<file path="config.mk">
export PLATFORM = sky130hd
export DESIGN_NAME = tprpm_queue
export DESIGN_NICKNAME = d
export VERILOG_FILES = /design/src/hw/rtl/tprpm_pkg.sv /design/src/hw/rtl/tprpm_queue.sv
export SDC_FILE = /design/constraint.sdc
export NUM_CORES = 1
export LEC_CHECK = 0
export ABC_AREA = 0
export ABC_CLOCK_PERIOD_IN_PS = 2940
export BUFFER_PORTS_ARGS = -buffer_cell sky130_fd_sc_hd__buf_4
export CAP_MARGIN = 40
export CORE_MARGIN = 8
export CORE_UTILIZATION = 50
export CTS_BUF_LIST = sky130_fd_sc_hd__clkbuf_16
export DETAILED_ROUTE_END_ITERATION = 7
export GPL_TIMING_DRIVEN = 0
export PLACE_DENSITY = 0.71
export SYNTH_ARGS = -nofsm -noshare
export SYNTH_HDL_FRONTEND = slang
export SYNTH_SLANG_ARGS = --single-unit
</file>
<file path="constraint.sdc">
create_clock -name clk -period 2.94 [get_ports clk]
set_clock_uncertainty 0.15 [all_clocks]
set_input_delay 0.588 -clock clk [delete_from_list [all_inputs] [get_ports clk]]
set_output_delay 0.588 -clock clk [all_outputs]
set_load 0.03 [all_outputs]
</file>
<file path="src/hw/rtl/tprpm_pkg.sv">
// tprpm_pkg: shared types, constants and the arctangent table of the two-point point mapper
// used by every module in hw/rtl; depends on nothing
`timescale 1ns / 1ps

package tprpm_pkg;

	localparam int CORDIC_STAGES = 24;
	localparam logic [4:0] ITER_LAST = 5'(CORDIC_STAGES - 1);

	localparam int MODEL_W = 25;
	localparam int MAP_W   = 38;
	localparam int NUM_W   = 16;
	localparam int ROT_W   = 24;
	localparam int STAT_W  = 2;
	localparam int LOC_W   = 26;
	localparam int TRIG_W  = 34;
	localparam int VEC_W   = 64;
	localparam int ANG_W   = 32;

	localparam logic signed [TRIG_W-1:0] GAIN_Q30 = 34'sd652032874;
	localparam logic signed [VEC_W-1:0] NORM_FLOOR = 64'sd72057594037927936;
	localparam logic signed [MAP_W:0] COORD_LIMIT = 39'sd100000000000;

	localparam logic [2:0] REG_MODEL_REF_X = 3'd0;
	localparam logic [2:0] REG_MODEL_REF_Y = 3'd1;
	localparam logic [2:0] REG_MODEL_AUX_X = 3'd2;
	localparam logic [2:0] REG_MODEL_AUX_Y = 3'd3;
	localparam logic [2:0] REG_MAP_REF_X   = 3'd4;
	localparam logic [2:0] REG_MAP_REF_Y   = 3'd5;
	localparam logic [2:0] REG_MAP_AUX_X   = 3'd6;
	localparam logic [2:0] REG_MAP_AUX_Y   = 3'd7;

	localparam logic [STAT_W-1:0] STAT_OK        = 2'd0;
	localparam logic [STAT_W-1:0] STAT_MODEL_ZERO = 2'd1;
	localparam logic [STAT_W-1:0] STAT_MAP_ZERO  = 2'd2;

	localparam logic [ANG_W-1:0] ATAN_TURNS [32] = '{
		32'h20000000, 32'h12E4051E, 32'h09FB385B, 32'h051111D4, 32'h028B0D43, 32'h0145D7E1,
		32'h00A2F61E, 32'h00517C55, 32'h0028BE53, 32'h00145F2F, 32'h000A2F98, 32'h000517CC,
		32'h00028BE6, 32'h000145F3, 32'h0000A2FA, 32'h0000517D, 32'h000028BE, 32'h0000145F,
		32'h00000A30, 32'h00000518, 32'h0000028C, 32'h00000146, 32'h000000A3, 32'h00000051,
		32'h00000029, 32'h00000014, 32'h0000000A, 32'h00000005, 32'h00000003, 32'h00000001,
		32'h00000001, 32'h00000000
	};

	typedef enum logic [2:0] {
		ST_START,
		ST_NORM,
		ST_VEC,
		ST_ROT,
		ST_IDLE
	} setup_state_t;

	typedef struct packed {
		logic [NUM_W-1:0]        number;
		logic signed [LOC_W-1:0] lx;
		logic signed [LOC_W-1:0] ly;
	} item_t;

	typedef struct packed {
		logic signed [TRIG_W-1:0] c;
		logic signed [TRIG_W-1:0] s;
		logic [ROT_W-1:0]         rot;
		logic [STAT_W-1:0]        status;
		logic signed [MAP_W-1:0]  map_ref_x;
		logic signed [MAP_W-1:0]  map_ref_y;
	} xform_t;

endpackage

</file>
<file path="src/hw/rtl/tprpm_queue.sv">
// tprpm_queue: four-entry request queue between the front and back parts
// depends on tprpm_pkg
`timescale 1ns / 1ps

module tprpm_queue (
	input  logic             clk,
	input  logic             arst_n,
	input  logic             wr,
	input  tprpm_pkg::item_t wr_item,
	output logic             full,
	input  logic             rd,
	output tprpm_pkg::item_t rd_item,
	output logic             empty
);

	tprpm_pkg::item_t mem_q [4];
	logic [1:0] wp_q, rp_q;
	logic [2:0] count_q;

	assign full    = (count_q == 3'd4);
	assign empty   = (count_q == 3'd0);
	assign rd_item = mem_q[rp_q];

	always_ff @(posedge clk) begin
		if (wr) mem_q[wp_q] <= wr_item;
	end

	always_ff @(posedge clk or negedge arst_n) begin
		if (!arst_n) begin
			wp_q    <= '0;
			rp_q    <= '0;
			count_q <= '0;
		end else begin
			if (wr) wp_q <= wp_q + 2'd1;
			if (rd) rp_q <= rp_q + 2'd1;
			count_q <= count_q + 3'(wr) - 3'(rd);
		end
	end

endmodule

</file>
==> results.json <==
{
  "hold_path_depth": 1,
  "placed_area_mm2": 0.0118,
  "power_mw": 14.1,
  "clock_path_buffers": 3,
  "grt_pass1_vias": 5172,
  "synth_edf_count": 272,
  "finalSetupViolations": 0,
  "synth_area_mm2": 0.0103,
  "track_usage": 0.149,
  "yosysSeqAreaShare": 0.812,
  "wl_per_cell_um": 22.0,
  "cts-root-buf": "clkbuf_16",
  "core_area_mm2": 0.0202,
  "period_minus_slack_ns": 2.79,
  "worstSetupPathType": "flop to primary output",
  "dp_hpwl_mm": 12.0,
  "dp.cells": 805,
  "place.gp.congestion": 0.669,
  "place_ws_ns": 0.533,
  "grt-ovfl-total": 0,
  "layout.nets": 645,
  "final_area_mm2": 0.0127,
  "drt-initial-drc-count": 243,
  "clock-sinks": 279,
  "crit_chain": "buf_2 > buf_4 > buf_4 > mux4_2 > buf_4",
  "die_x_um": 159,
  "wirelength_mm": 18.9,
  "ant_nets": 0,
  "clkTransAtPathRegs_ns": 0.06,
  "grt_pass1_wl_mm": 29.5,
  "rrSetupSlack_ns": 0.95,
  "min_from": "wr_item[7]",
  "ios": 142,
  "vias": 4590,
  "fin_crit_sh": 0.950,
  "htree_levels": 1,
  "crit_path_frequent_cell": "buf_4",
  "synth_seq_cells": 279,
  "fin_ws_ns": 0.147,
  "stdcell_count": 857,
  "fillers": 1386,
  "clock_latency_ns": 0.52,
  "maxCapViolCount": 0,
  "synth_fp_nets": 469,
  "start_util": 0.508,
  "via_per_inst": 5.36,
  "holdWs_ns": 0.112,
  "fp.dieH_um": 159,
  "required_ns": 2.20,
  "crit_start": "rp_q[1]",
  "crit_fanout": 10,
  "synth_top_area_share": 0.795,
  "cts_setup_buffers": 0,
  "fmax_mhz": 358,
  "worstSetupEndpointType": "primary output",
  "cts_tree": "done",
  "peakVddDrop_mv": 0.804,
  "p_leak_nw": 4.44,
  "antenna_found_initial": 0,
  "synthCells": 390,
  "cts-buffers-inserted": 28,
  "yosys-top-cells-area": "edfxtp_1 (79%), mux4_2 (15%), dfrtp_1 (1.7%)",
  "status": "finished clean",
  "async_flop_share": 0.0251,
  "hold_path_class": "input port to flop",
  "final_layout_size_suffix_gt1_frac": 0.470,
  "drtPass1Iterations": 5,
  "tightest_slew_ns": 0.543,
  "powerDensity_mw_per_mm2": 1100,
  "maxSlewViolCount": 0,
  "slowest_stage": "dfrtp_1",
  "regArea_mm2": 0.00834,
  "grt_setup_unrepaired": "false",
  "rows": 52,
  "max_stage_delay_ns": 0.33,
  "crit_path_end": "rd_item[57]",
  "die_area_mm2": 0.0254,
  "rr_startpoint": "wp_q[0]",
  "port_buffers": 141,
  "timing_hold_violations_final": 0,
  "drc_errors": 0,
  "synth.avg_cell_area_um2": 26.4,
  "yosys_warnings": 0,
  "diodes": 0,
  "r2r-end": "mem_q[2][57]",
  "cp.arrival_ns": 2.06,
  "relSlewSlack": 0.638,
  "multi_input_area_mm2": 0.00173,
  "area_growth_pct": 23.9,
  "ys.flop_type": "edfxtp_1",
  "start_kind": "flop",
  "yosys.area.top_type": "edfxtp_1",
  "grt_max_degree": 54,
  "rr_worst_depth": 4,
  "yosysUniqueCellTypes": 17
}
## worst min-delay path by stage
stage | to | slack, ns
2_1_floorplan | count_q[0] | 0.14
3_3_place_gp | count_q[0] | 0.26
3_5_place_dp | count_q[2] | 0.26
4_1_cts | mem_q[1][7] | 0.09
5_1_grt | mem_q[2][7] | 0.09
6_report | mem_q[2][7] | 0.11
## critical path: cells and delay by family, from the launching register on
kind | cells | cell delay, ns
buffers and inverters | 4 | 0.88
flip-flops | 1 | 0.33
multiplexers | 1 | 0.33
## state kept, by name, summed over array words and instances (netlist names)
name	flops
mem_q	272
count_q	3
rp_q	2
wp_q	2
## where the power goes
| group | total, mW | internal [mW] | switching [mW] | leakage (nW) |
|---|---|---|---|---|
| Sequential | 5.37 | 5.20 | 0.166 | 2.58 |
| Combinational | 5.15 | 2.19 | 2.96 | 1.39 |
| Clock | 3.53 | 2.14 | 1.40 | 0.470 |
| Total | 14.1 | 9.53 | 4.53 | 4.44 |
## routing by layer
metal  GRT usage  vias up  routed length, um
li1            -     2025                  -
met1       0.188     2363               7700
met2       0.249      172               9370
met3      0.0445       30               1470
met4      0.0416        0                325
met5           0        -                  0
## synthesized netlist by cell type (all sizes together), types with 2 or more instances
library cell / instances
and2: 4
inv: 6
buf: 16
ha: 6
dfrtp: 7
edfxtp: 272
mux4: 68
nand2: 2
xor2: 3
xnor2: 2
## cell families after synthesis
family / Yosys count / synth area share
xor+xnor: 5 / 0.00426
buf+inv: 22 / 0.0211
fa+ha+maj: 7 / 0.00925
simple gates: 8 / 0.00426
compound gates: 1 / 0.000486
flops: 279 / 0.812
mux: 68 / 0.149
## stage by stage
stage	TNS [ns]	util
CTS	0	0.629
finish	0	0.629
floorplan	0	-
detailed placement	0	0.582
global route	0	0.629
global placement	-330.83	0.577
## timing repair
action | in CTS | in global routing
gates resized for setup | 1 | 0
hold buffers | 1 | 0
endpoints found under the hold margin | 7 | 0
endpoints found under the setup margin | 10 | 0
## cell usage in the layout, fill, tap and decap left out, drive strengths merged, types with 4 or more instances in the layout
cell type | synthesis | final
clkbuf | 0 | 29
mux4 | 68 | 68
inv | 6 | 10
clkinv | 0 | 12
ha | 6 | 6
and2 | 4 | 4
bufinv | 0 | 4
buf | 16 | 161
edfxtp | 272 | 272
dfrtp | 7 | 7
## area by class of cell
cell class	count	area share
sequential	279	0.655
clock buffer	29	0.0570
buffer	16	0.0154
inverter	6	0.00177
timing repair buffer	146	0.0914
clock inverter	22	0.0167
multi-input combinational	89	0.136
tap	270	0.0265
(Power assumes the default switching activity.)
