## config.mk

```make
export PLATFORM = sky130hd
export DESIGN_NAME = tprpm_front
export DESIGN_NICKNAME = d
export VERILOG_FILES = /design/src/hw/rtl/tprpm_pkg.sv /design/src/hw/rtl/tprpm_front.sv
export SDC_FILE = /design/constraint.sdc
export NUM_CORES = 2
export LEC_CHECK = 0
export BUFFER_PORTS_ARGS = -buffer_cell sky130_fd_sc_hd__buf_2
export CAP_MARGIN = 10
export CORE_MARGIN = 1.5
export CORE_UTILIZATION = 32
export DETAILED_ROUTE_END_ITERATION = 10
export GPL_ROUTABILITY_DRIVEN = 0
export PLACE_DENSITY_LB_ADDON = 0.2
export SKIP_LAST_GASP = 1
export SYNTH_ARGS = -nofsm -noshare
export SYNTH_HDL_FRONTEND = slang
export SYNTH_SLANG_ARGS = --single-unit
```

## constraint.sdc

```tcl
create_clock -name clk -period 22.1 [get_ports clk]
set_clock_uncertainty 0.2 [all_clocks]
set_input_delay 2.21 -clock clk [delete_from_list [all_inputs] [get_ports clk]]
set_output_delay 2.21 -clock clk [all_outputs]
set_load 0.01 [all_outputs]
```

## src/hw/rtl/tprpm_pkg.sv

```systemverilog
// tprpm_pkg: shared types, constants and the arctangent table of the two-point point mapper
// used by every module in hw/rtl; depends on nothing
`timescale 1ns / 1ps

package tprpm_pkg;

	localparam int CORDIC_STAGES = 24;
	localparam logic [4:0] ITER_LAST = 5'(CORDIC_STAGES - 1);

	localparam int MODEL_W = 25;
	localparam int MAP_W   = 38;
	localparam int NUM_W   = 16;
	localparam int ROT_W   = 24;
	localparam int STAT_W  = 2;
	localparam int LOC_W   = 26;
	localparam int TRIG_W  = 34;
	localparam int VEC_W   = 64;
	localparam int ANG_W   = 32;

	localparam logic signed [TRIG_W-1:0] GAIN_Q30 = 34'sd652032874;
	localparam logic signed [VEC_W-1:0] NORM_FLOOR = 64'sd72057594037927936;
	localparam logic signed [MAP_W:0] COORD_LIMIT = 39'sd100000000000;

	localparam logic [2:0] REG_MODEL_REF_X = 3'd0;
	localparam logic [2:0] REG_MODEL_REF_Y = 3'd1;
	localparam logic [2:0] REG_MODEL_AUX_X = 3'd2;
	localparam logic [2:0] REG_MODEL_AUX_Y = 3'd3;
	localparam logic [2:0] REG_MAP_REF_X   = 3'd4;
	localparam logic [2:0] REG_MAP_REF_Y   = 3'd5;
	localparam logic [2:0] REG_MAP_AUX_X   = 3'd6;
	localparam logic [2:0] REG_MAP_AUX_Y   = 3'd7;

	localparam logic [STAT_W-1:0] STAT_OK        = 2'd0;
	localparam logic [STAT_W-1:0] STAT_MODEL_ZERO = 2'd1;
	localparam logic [STAT_W-1:0] STAT_MAP_ZERO  = 2'd2;

	localparam logic [ANG_W-1:0] ATAN_TURNS [32] = '{
		32'h20000000, 32'h12E4051E, 32'h09FB385B, 32'h051111D4, 32'h028B0D43, 32'h0145D7E1,
		32'h00A2F61E, 32'h00517C55, 32'h0028BE53, 32'h00145F2F, 32'h000A2F98, 32'h000517CC,
		32'h00028BE6, 32'h000145F3, 32'h0000A2FA, 32'h0000517D, 32'h000028BE, 32'h0000145F,
		32'h00000A30, 32'h00000518, 32'h0000028C, 32'h00000146, 32'h000000A3, 32'h00000051,
		32'h00000029, 32'h00000014, 32'h0000000A, 32'h00000005, 32'h00000003, 32'h00000001,
		32'h00000001, 32'h00000000
	};

	typedef enum logic [2:0] {
		ST_START,
		ST_NORM,
		ST_VEC,
		ST_ROT,
		ST_IDLE
	} setup_state_t;

	typedef struct packed {
		logic [NUM_W-1:0]        number;
		logic signed [LOC_W-1:0] lx;
		logic signed [LOC_W-1:0] ly;
	} item_t;

	typedef struct packed {
		logic signed [TRIG_W-1:0] c;
		logic signed [TRIG_W-1:0] s;
		logic [ROT_W-1:0]         rot;
		logic [STAT_W-1:0]        status;
		logic signed [MAP_W-1:0]  map_ref_x;
		logic signed [MAP_W-1:0]  map_ref_y;
	} xform_t;

endpackage

```

## src/hw/rtl/tprpm_front.sv

```systemverilog
// tprpm_front: configuration registers, iterative angle/sine/cosine solver and
// forming of the queue item relative to the model reference; depends on tprpm_pkg
`timescale 1ns / 1ps

module tprpm_front (
	input  logic                               clk,
	input  logic                               arst_n,
	input  logic                               cfg_we,
	input  logic [2:0]                         cfg_index,
	input  logic [tprpm_pkg::MAP_W-1:0]        cfg_data,
	input  logic [tprpm_pkg::NUM_W-1:0]        point_number,
	input  logic signed [tprpm_pkg::MODEL_W-1:0] point_x,
	input  logic signed [tprpm_pkg::MODEL_W-1:0] point_y,
	output tprpm_pkg::item_t                   item,
	output logic                               busy,
	output tprpm_pkg::xform_t                  xform
);

	logic signed [tprpm_pkg::MODEL_W-1:0] model_ref_x_q, model_ref_y_q;
	logic signed [tprpm_pkg::MODEL_W-1:0] model_aux_x_q, model_aux_y_q;
	logic signed [tprpm_pkg::MAP_W-1:0]   map_ref_x_q, map_ref_y_q;
	logic signed [tprpm_pkg::MAP_W-1:0]   map_aux_x_q, map_aux_y_q;

	tprpm_pkg::setup_state_t state_q, state_d;

	logic signed [tprpm_pkg::VEC_W-1:0]  vx_q, vy_q;
	logic [tprpm_pkg::ANG_W-1:0]         vz_q, model_ang_q;
	logic                                sel_q;
	logic [4:0]                          iter_q;
	logic signed [tprpm_pkg::TRIG_W-1:0] rx_q, ry_q, rz_q;
	logic                                flip_q;
	logic signed [tprpm_pkg::TRIG_W-1:0] c_q, s_q;
	logic [tprpm_pkg::ROT_W-1:0]         rot_q;
	logic [tprpm_pkg::STAT_W-1:0]        status_q;

	logic signed [tprpm_pkg::VEC_W-1:0]  mdx, mdy, pdx, pdy;
	logic                                model_zero, map_zero, norm_done, vy_pos;
	logic signed [tprpm_pkg::VEC_W-1:0]  vxs, vys, vx_n, vy_n;
	logic [tprpm_pkg::ANG_W-1:0]         vz_n, atan, diff, ang;
	logic signed [tprpm_pkg::TRIG_W-1:0] rxs, rys, rx_n, ry_n, rz_n, z0;
	logic [tprpm_pkg::ROT_W-1:0]         rot_n;

	assign mdx = 64'(model_aux_x_q) - 64'(model_ref_x_q);
	assign mdy = 64'(model_aux_y_q) - 64'(model_ref_y_q);
	assign pdx = 64'(map_aux_x_q) - 64'(map_ref_x_q);
	assign pdy = 64'(map_aux_y_q) - 64'(map_ref_y_q);
	assign model_zero = (mdx == '0) && (mdy == '0);
	assign map_zero   = (pdx == '0) && (pdy == '0);

	assign norm_done = (vx_q >= tprpm_pkg::NORM_FLOOR) || (vx_q <= -tprpm_pkg::NORM_FLOOR) ||
	                   (vy_q >= tprpm_pkg::NORM_FLOOR) || (vy_q <= -tprpm_pkg::NORM_FLOOR);

	// vectoring step
	assign atan   = tprpm_pkg::ATAN_TURNS[iter_q];
	assign vxs    = vx_q >>> iter_q;
	assign vys    = vy_q >>> iter_q;
	assign vy_pos = !vy_q[tprpm_pkg::VEC_W-1] && (vy_q != '0);
	assign vx_n   = vy_pos ? vx_q + vys : vx_q - vys;
	assign vy_n   = vy_pos ? vy_q - vxs : vy_q + vxs;
	assign vz_n   = vy_pos ? vz_q + atan : vz_q - atan;

	assign diff  = vz_n - model_ang_q;
	assign rot_n = diff_round(diff);
	assign ang   = {rot_n, 8'd0};
	assign z0    = 34'($signed(ang));

	// rotation step
	assign rxs  = rx_q >>> iter_q;
	assign rys  = ry_q >>> iter_q;
	assign rx_n = !rz_q[tprpm_pkg::TRIG_W-1] ? rx_q - rys : rx_q + rys;
	assign ry_n = !rz_q[tprpm_pkg::TRIG_W-1] ? ry_q + rxs : ry_q - rxs;
	assign rz_n = !rz_q[tprpm_pkg::TRIG_W-1] ? rz_q - 34'(atan) : rz_q + 34'(atan);

	function automatic logic [tprpm_pkg::ROT_W-1:0] diff_round(logic [tprpm_pkg::ANG_W-1:0] d);
		logic [tprpm_pkg::ANG_W-1:0] t;
		t = d + 32'd128;
		return t[31:8];
	endfunction

	always_ff @(posedge clk or negedge arst_n) begin
		if (!arst_n) begin
			model_ref_x_q <= '0;
			model_ref_y_q <= '0;
			model_aux_x_q <= '0;
			model_aux_y_q <= '0;
			map_ref_x_q   <= '0;
			map_ref_y_q   <= '0;
			map_aux_x_q   <= '0;
			map_aux_y_q   <= '0;
		end else if (cfg_we) begin
			case (cfg_index)
				tprpm_pkg::REG_MODEL_REF_X: model_ref_x_q <= cfg_data[tprpm_pkg::MODEL_W-1:0];
				tprpm_pkg::REG_MODEL_REF_Y: model_ref_y_q <= cfg_data[tprpm_pkg::MODEL_W-1:0];
				tprpm_pkg::REG_MODEL_AUX_X: model_aux_x_q <= cfg_data[tprpm_pkg::MODEL_W-1:0];
				tprpm_pkg::REG_MODEL_AUX_Y: model_aux_y_q <= cfg_data[tprpm_pkg::MODEL_W-1:0];
				tprpm_pkg::REG_MAP_REF_X:   map_ref_x_q   <= cfg_data;
				tprpm_pkg::REG_MAP_REF_Y:   map_ref_y_q   <= cfg_data;
				tprpm_pkg::REG_MAP_AUX_X:   map_aux_x_q   <= cfg_data;
				tprpm_pkg::REG_MAP_AUX_Y:   map_aux_y_q   <= cfg_data;
				default: ;
			endcase
		end
	end

	always_ff @(posedge clk or negedge arst_n) begin
		if (!arst_n) begin
			state_q <= tprpm_pkg::ST_START;
		end else begin
			state_q <= state_d;
		end
	end

	always_comb begin
		state_d = state_q;
		case (state_q)
			tprpm_pkg::ST_START: begin
				state_d = (model_zero || map_zero) ? tprpm_pkg::ST_IDLE : tprpm_pkg::ST_NORM;
			end
			tprpm_pkg::ST_NORM: begin
				if (norm_done) state_d = tprpm_pkg::ST_VEC;
			end
			tprpm_pkg::ST_VEC: begin
				if (iter_q == tprpm_pkg::ITER_LAST) begin
					state_d = sel_q ? tprpm_pkg::ST_ROT : tprpm_pkg::ST_NORM;
				end
			end
			tprpm_pkg::ST_ROT: begin
				if (iter_q == tprpm_pkg::ITER_LAST) state_d = tprpm_pkg::ST_IDLE;
			end
			tprpm_pkg::ST_IDLE: state_d = tprpm_pkg::ST_IDLE;
			default: state_d = tprpm_pkg::ST_START;
		endcase
		if (cfg_we) state_d = tprpm_pkg::ST_START;
	end

	always_comb begin
		busy = (state_q != tprpm_pkg::ST_IDLE);
	end

	always_ff @(posedge clk or negedge arst_n) begin
		if (!arst_n) begin
			rot_q    <= '0;
			status_q <= tprpm_pkg::STAT_MODEL_ZERO;
		end else if (state_q == tprpm_pkg::ST_START) begin
			rot_q    <= '0;
			status_q <= model_zero ? tprpm_pkg::STAT_MODEL_ZERO :
			            map_zero ? tprpm_pkg::STAT_MAP_ZERO : tprpm_pkg::STAT_OK;
		end else if (state_q == tprpm_pkg::ST_VEC && iter_q == tprpm_pkg::ITER_LAST && sel_q) begin
			rot_q <= rot_n;
		end
	end

	always_ff @(posedge clk) begin
		case (state_q)
			tprpm_pkg::ST_START: begin
				vx_q  <= mdx;
				vy_q  <= mdy;
				sel_q <= 1'b0;
			end
			tprpm_pkg::ST_NORM: begin
				iter_q <= '0;
				if (norm_done) begin
					vx_q <= vx_q[tprpm_pkg::VEC_W-1] ? -vx_q : vx_q;
					vy_q <= vx_q[tprpm_pkg::VEC_W-1] ? -vy_q : vy_q;
					vz_q <= vx_q[tprpm_pkg::VEC_W-1] ? 32'h80000000 : 32'h0;
				end else begin
					vx_q <= vx_q <<< 1;
					vy_q <= vy_q <<< 1;
				end
			end
			tprpm_pkg::ST_VEC: begin
				vx_q   <= vx_n;
				vy_q   <= vy_n;
				vz_q   <= vz_n;
				iter_q <= iter_q + 5'd1;
				if (iter_q == tprpm_pkg::ITER_LAST) begin
					iter_q <= '0;
					if (!sel_q) begin
						model_ang_q <= vz_n;
						vx_q        <= pdx;
						vy_q        <= pdy;
						sel_q       <= 1'b1;
					end else begin
						rx_q <= tprpm_pkg::GAIN_Q30;
						ry_q <= '0;
						if (z0 > 34'sd1073741824) begin
							rz_q   <= z0 - 34'sd2147483648;
							flip_q <= 1'b1;
						end else if (z0 < -34'sd1073741824) begin
							rz_q   <= z0 + 34'sd2147483648;
							flip_q <= 1'b1;
						end else begin
							rz_q   <= z0;
							flip_q <= 1'b0;
						end
					end
				end
			end
			tprpm_pkg::ST_ROT: begin
				rx_q   <= rx_n;
				ry_q   <= ry_n;
				rz_q   <= rz_n;
				iter_q <= iter_q + 5'd1;
				if (iter_q == tprpm_pkg::ITER_LAST) begin
					c_q <= flip_q ? -rx_n : rx_n;
					s_q <= flip_q ? -ry_n : ry_n;
				end
			end
			default: ;
		endcase
	end

	always_comb begin
		item.number = point_number;
		item.lx     = 26'(point_x) - 26'(model_ref_x_q);
		item.ly     = 26'(point_y) - 26'(model_ref_y_q);
		xform.c         = c_q;
		xform.s         = s_q;
		xform.rot       = rot_q;
		xform.status    = status_q;
		xform.map_ref_x = map_ref_x_q;
		xform.map_ref_y = map_ref_y_q;
	end

endmodule

```

==> impl_metrics.ini <==
[synth]
yosysSeqAreaShare = 0.250
yosysWarningCount = 0
post_synth_instance_area_sq_um = 72600
synth_seq_cells = 650
synth_edf_count = 369
syn_nets = 8948
syn-mean-instance-area_sq_um = 8.72
synthCells = 8318
async_reset_ff_frac = 0.432
synth_top_flop_cell = edfxtp_1
yosys.cell_types.count = 117

[critical_path]
cp_max_fo = 31
timing.critical_path.slowest_cell_delay_ns = 0.65
worstPathRequired_ns = 22.39
cp_data_arrival_time_ns = 11.43
endpoint_kind = flop
crit_path_frequent_cell = ha_1
crit_path_start_kind = flop
path_class = reg -> reg
crit_slowest_cell = o41ai_1

[clock_network]
post_cts.repair.setup_buffers = 0
max-clock-path-buffers = 3
worst_skew_pair.late_latency_ns = 0.77
clock_root_buffer = clkbuf_16
cts.htree.levels = 3
cts-buffers-inserted = 85
cts.clk_slew.worst_paths_ns = 0.07
postCtsResizedCells = 0
cts.sinks = 650
tritoncts = built
postCtsHoldBufs = 0

[final_layout]
layout.nets = 8981
num-fill-cells = 23418
final_common_cell = nand2_1
finish.utilization = 0.353
drive_above_1_share = 0.140
syn_to_final_growth_pct = 9.66
final_cell_area_excluding_filler_cells_sq_um = 79600
layout_common_cells = 767 x nand2_1, 643 x o21ai_0, 595 x nor2_1

[routing]
routed_wirelength_mm = 276
drt-vias-per-instance = 5.91
ant_nets = 0
via_total_after_detailed_routing = 67421
drt_iter0_markers = 7013
avgRoutedWirePerCell_um = 24.1
dr.pass1.iters = 7
drt_drc_violations_left = 0

[timing]
final-max-slew-violation-count = 0
setup_viol = 0
timing.max_slew.rel_slack = 0.160
max_freq_ghz = 0.0898
layout_worst_path_cycle_share = 0.504
final_critical_path_time_including_i_o_delays_and_setup_ns = 11.14
rsz0062_at_grt = no
pin_slew_with_the_least_headroom_to_its_limit_ns = 1.25
finalHoldViolCount = 0
finalSetupTns_ns = 0

[global_route]
largest_net_degree_at_the_start_of_global_routing = 131
gr-usage-all-layers = 0.231
vias_in_the_first_global_route = 63492
first_pass_grt_wire_length_mm = 410
antenna_violations_before_repair = 14
final_global_route_overflow_total = 0

[floorplan]
core_sq_um = 225000
initial_utilization = 0.322
dieArea_sq_um = 230000
rows = 174
fp.dieW_um = 479
fp.dieH_um = 479
ioPinCount = 349

[place]
place_hpwl_mm = 210
placed_area_sq_um = 76600
buffer_ports.inserted = 316

[job]
timing.max_cap.violations = 0

[outcome]
run_status = finished, final reports clean

[hold_path]
min-delay-path-class = reg -> reg
sequential cells by signal (all words and copies together) (netlist names), 32 cells and up:
register / count
map_aux_x_q: 38
vz_q: 32
c_q: 34
map_ref_x_q: 38
rx_q: 34
ry_q: 34
rz_q: 34
map_aux_y_q: 38
s_q: 34
map_ref_y_q: 38
model_ang_q: 32
vx_q: 64
vy_q: 64
cells by family (layout without fill, tap and decap cells):
group,after synthesis,after routing,synth area share
simple gates,2544,2544,0.171
mux,677,677,0.143
other cells,0,4,0
flops,650,650,0.250
compound gates,2383,2383,0.209
buf+inv,837,940,0.0497
xor+xnor,707,707,0.0858
fa+ha+maj,520,520,0.0909
routing by layer:
metal / global-route usage / wire length, um
met5: 0 / 56
met4: 0.0731 / 8610
met3: 0.0447 / 24100
met2: 0.348 / 119000
met1: 0.330 / 124000
area by class of cell:
cell class,instances,area [sq um],share of cell area
well taps,2992,3740,0.0471
clock buffers,112,2430,0.0306
inverters,362,1370,0.0173
repair buffers,421,2430,0.0306
flip-flops and latches,650,18100,0.228
clock inverters,45,503,0.00632
multi-input cells,6831,51000,0.640
diodes,4,10.0,0.000126
path summary, 6_finish.rpt:
path	start	depth (start not counted)	endpoint	slack [ns]
worst max-delay path	vy_q[21]	31	flip_q	10.96
min in group asynchronous	arst_n	1	model_aux_y_q[9]	1.36
worst min register to register	rot_q[8]	2	rot_q[8]	0.30
max in group asynchronous	arst_n	4	rot_q[7]	17.40
worst min-delay path	rot_q[8]	2	rot_q[8]	0.30
worst max register to register	vy_q[21]	31	flip_q	10.96
critical path, delay by kind of cell (launching register included):
family,cells,cell delay (ns)
fa+ha+maj,3,1.04
mux,1,0.33
compound gates,7,2.37
flops,1,0.55
xor+xnor,3,0.62
simple gates,17,5.71
cells in the mapped netlist (76+ instances only):
library cell	number	share of area
nand2_1	770	0.040
edfxtp_1	369	0.15
ha_1	508	0.088
and2_1	120	0.010
xnor2_1	431	0.052
nand3_1	184	0.013
and3_1	85	0.0073
dfrtp_1	280	0.097
nor2_1	605	0.031
mux4_2	250	0.078
o21ai_0	643	0.044
xor2_1	273	0.033
inv_1	358	0.019
a21o_1	248	0.026
buf_2	76	0.0052
mux2i_1	171	0.024
o211ai_1	79	0.0082
nor2b_1	103	0.0089
a31oi_1	103	0.0089
nand2b_1	113	0.0097
a21oi_1	568	0.039
nor3_1	186	0.013
clkbuf_1	294	0.015
mux2_2	242	0.038
o21a_1	94	0.0097
per-stage QoR:
stage	hold WS, ns	cells	setup WS [ns]
2_1_floorplan	0.279	8318	12.53
3_5_place_dp	0.286	11255	11.09
3_3_place_gp	0.284	11255	11.15
6_report	0.297	11417	10.96
5_1_grt	0.319	11415	10.18
4_1_cts	0.301	11412	11.06
Power is left out: the tool's default activity adds up to more than one toggle a clock period on the data nets, which glitch-free logic cannot reach.
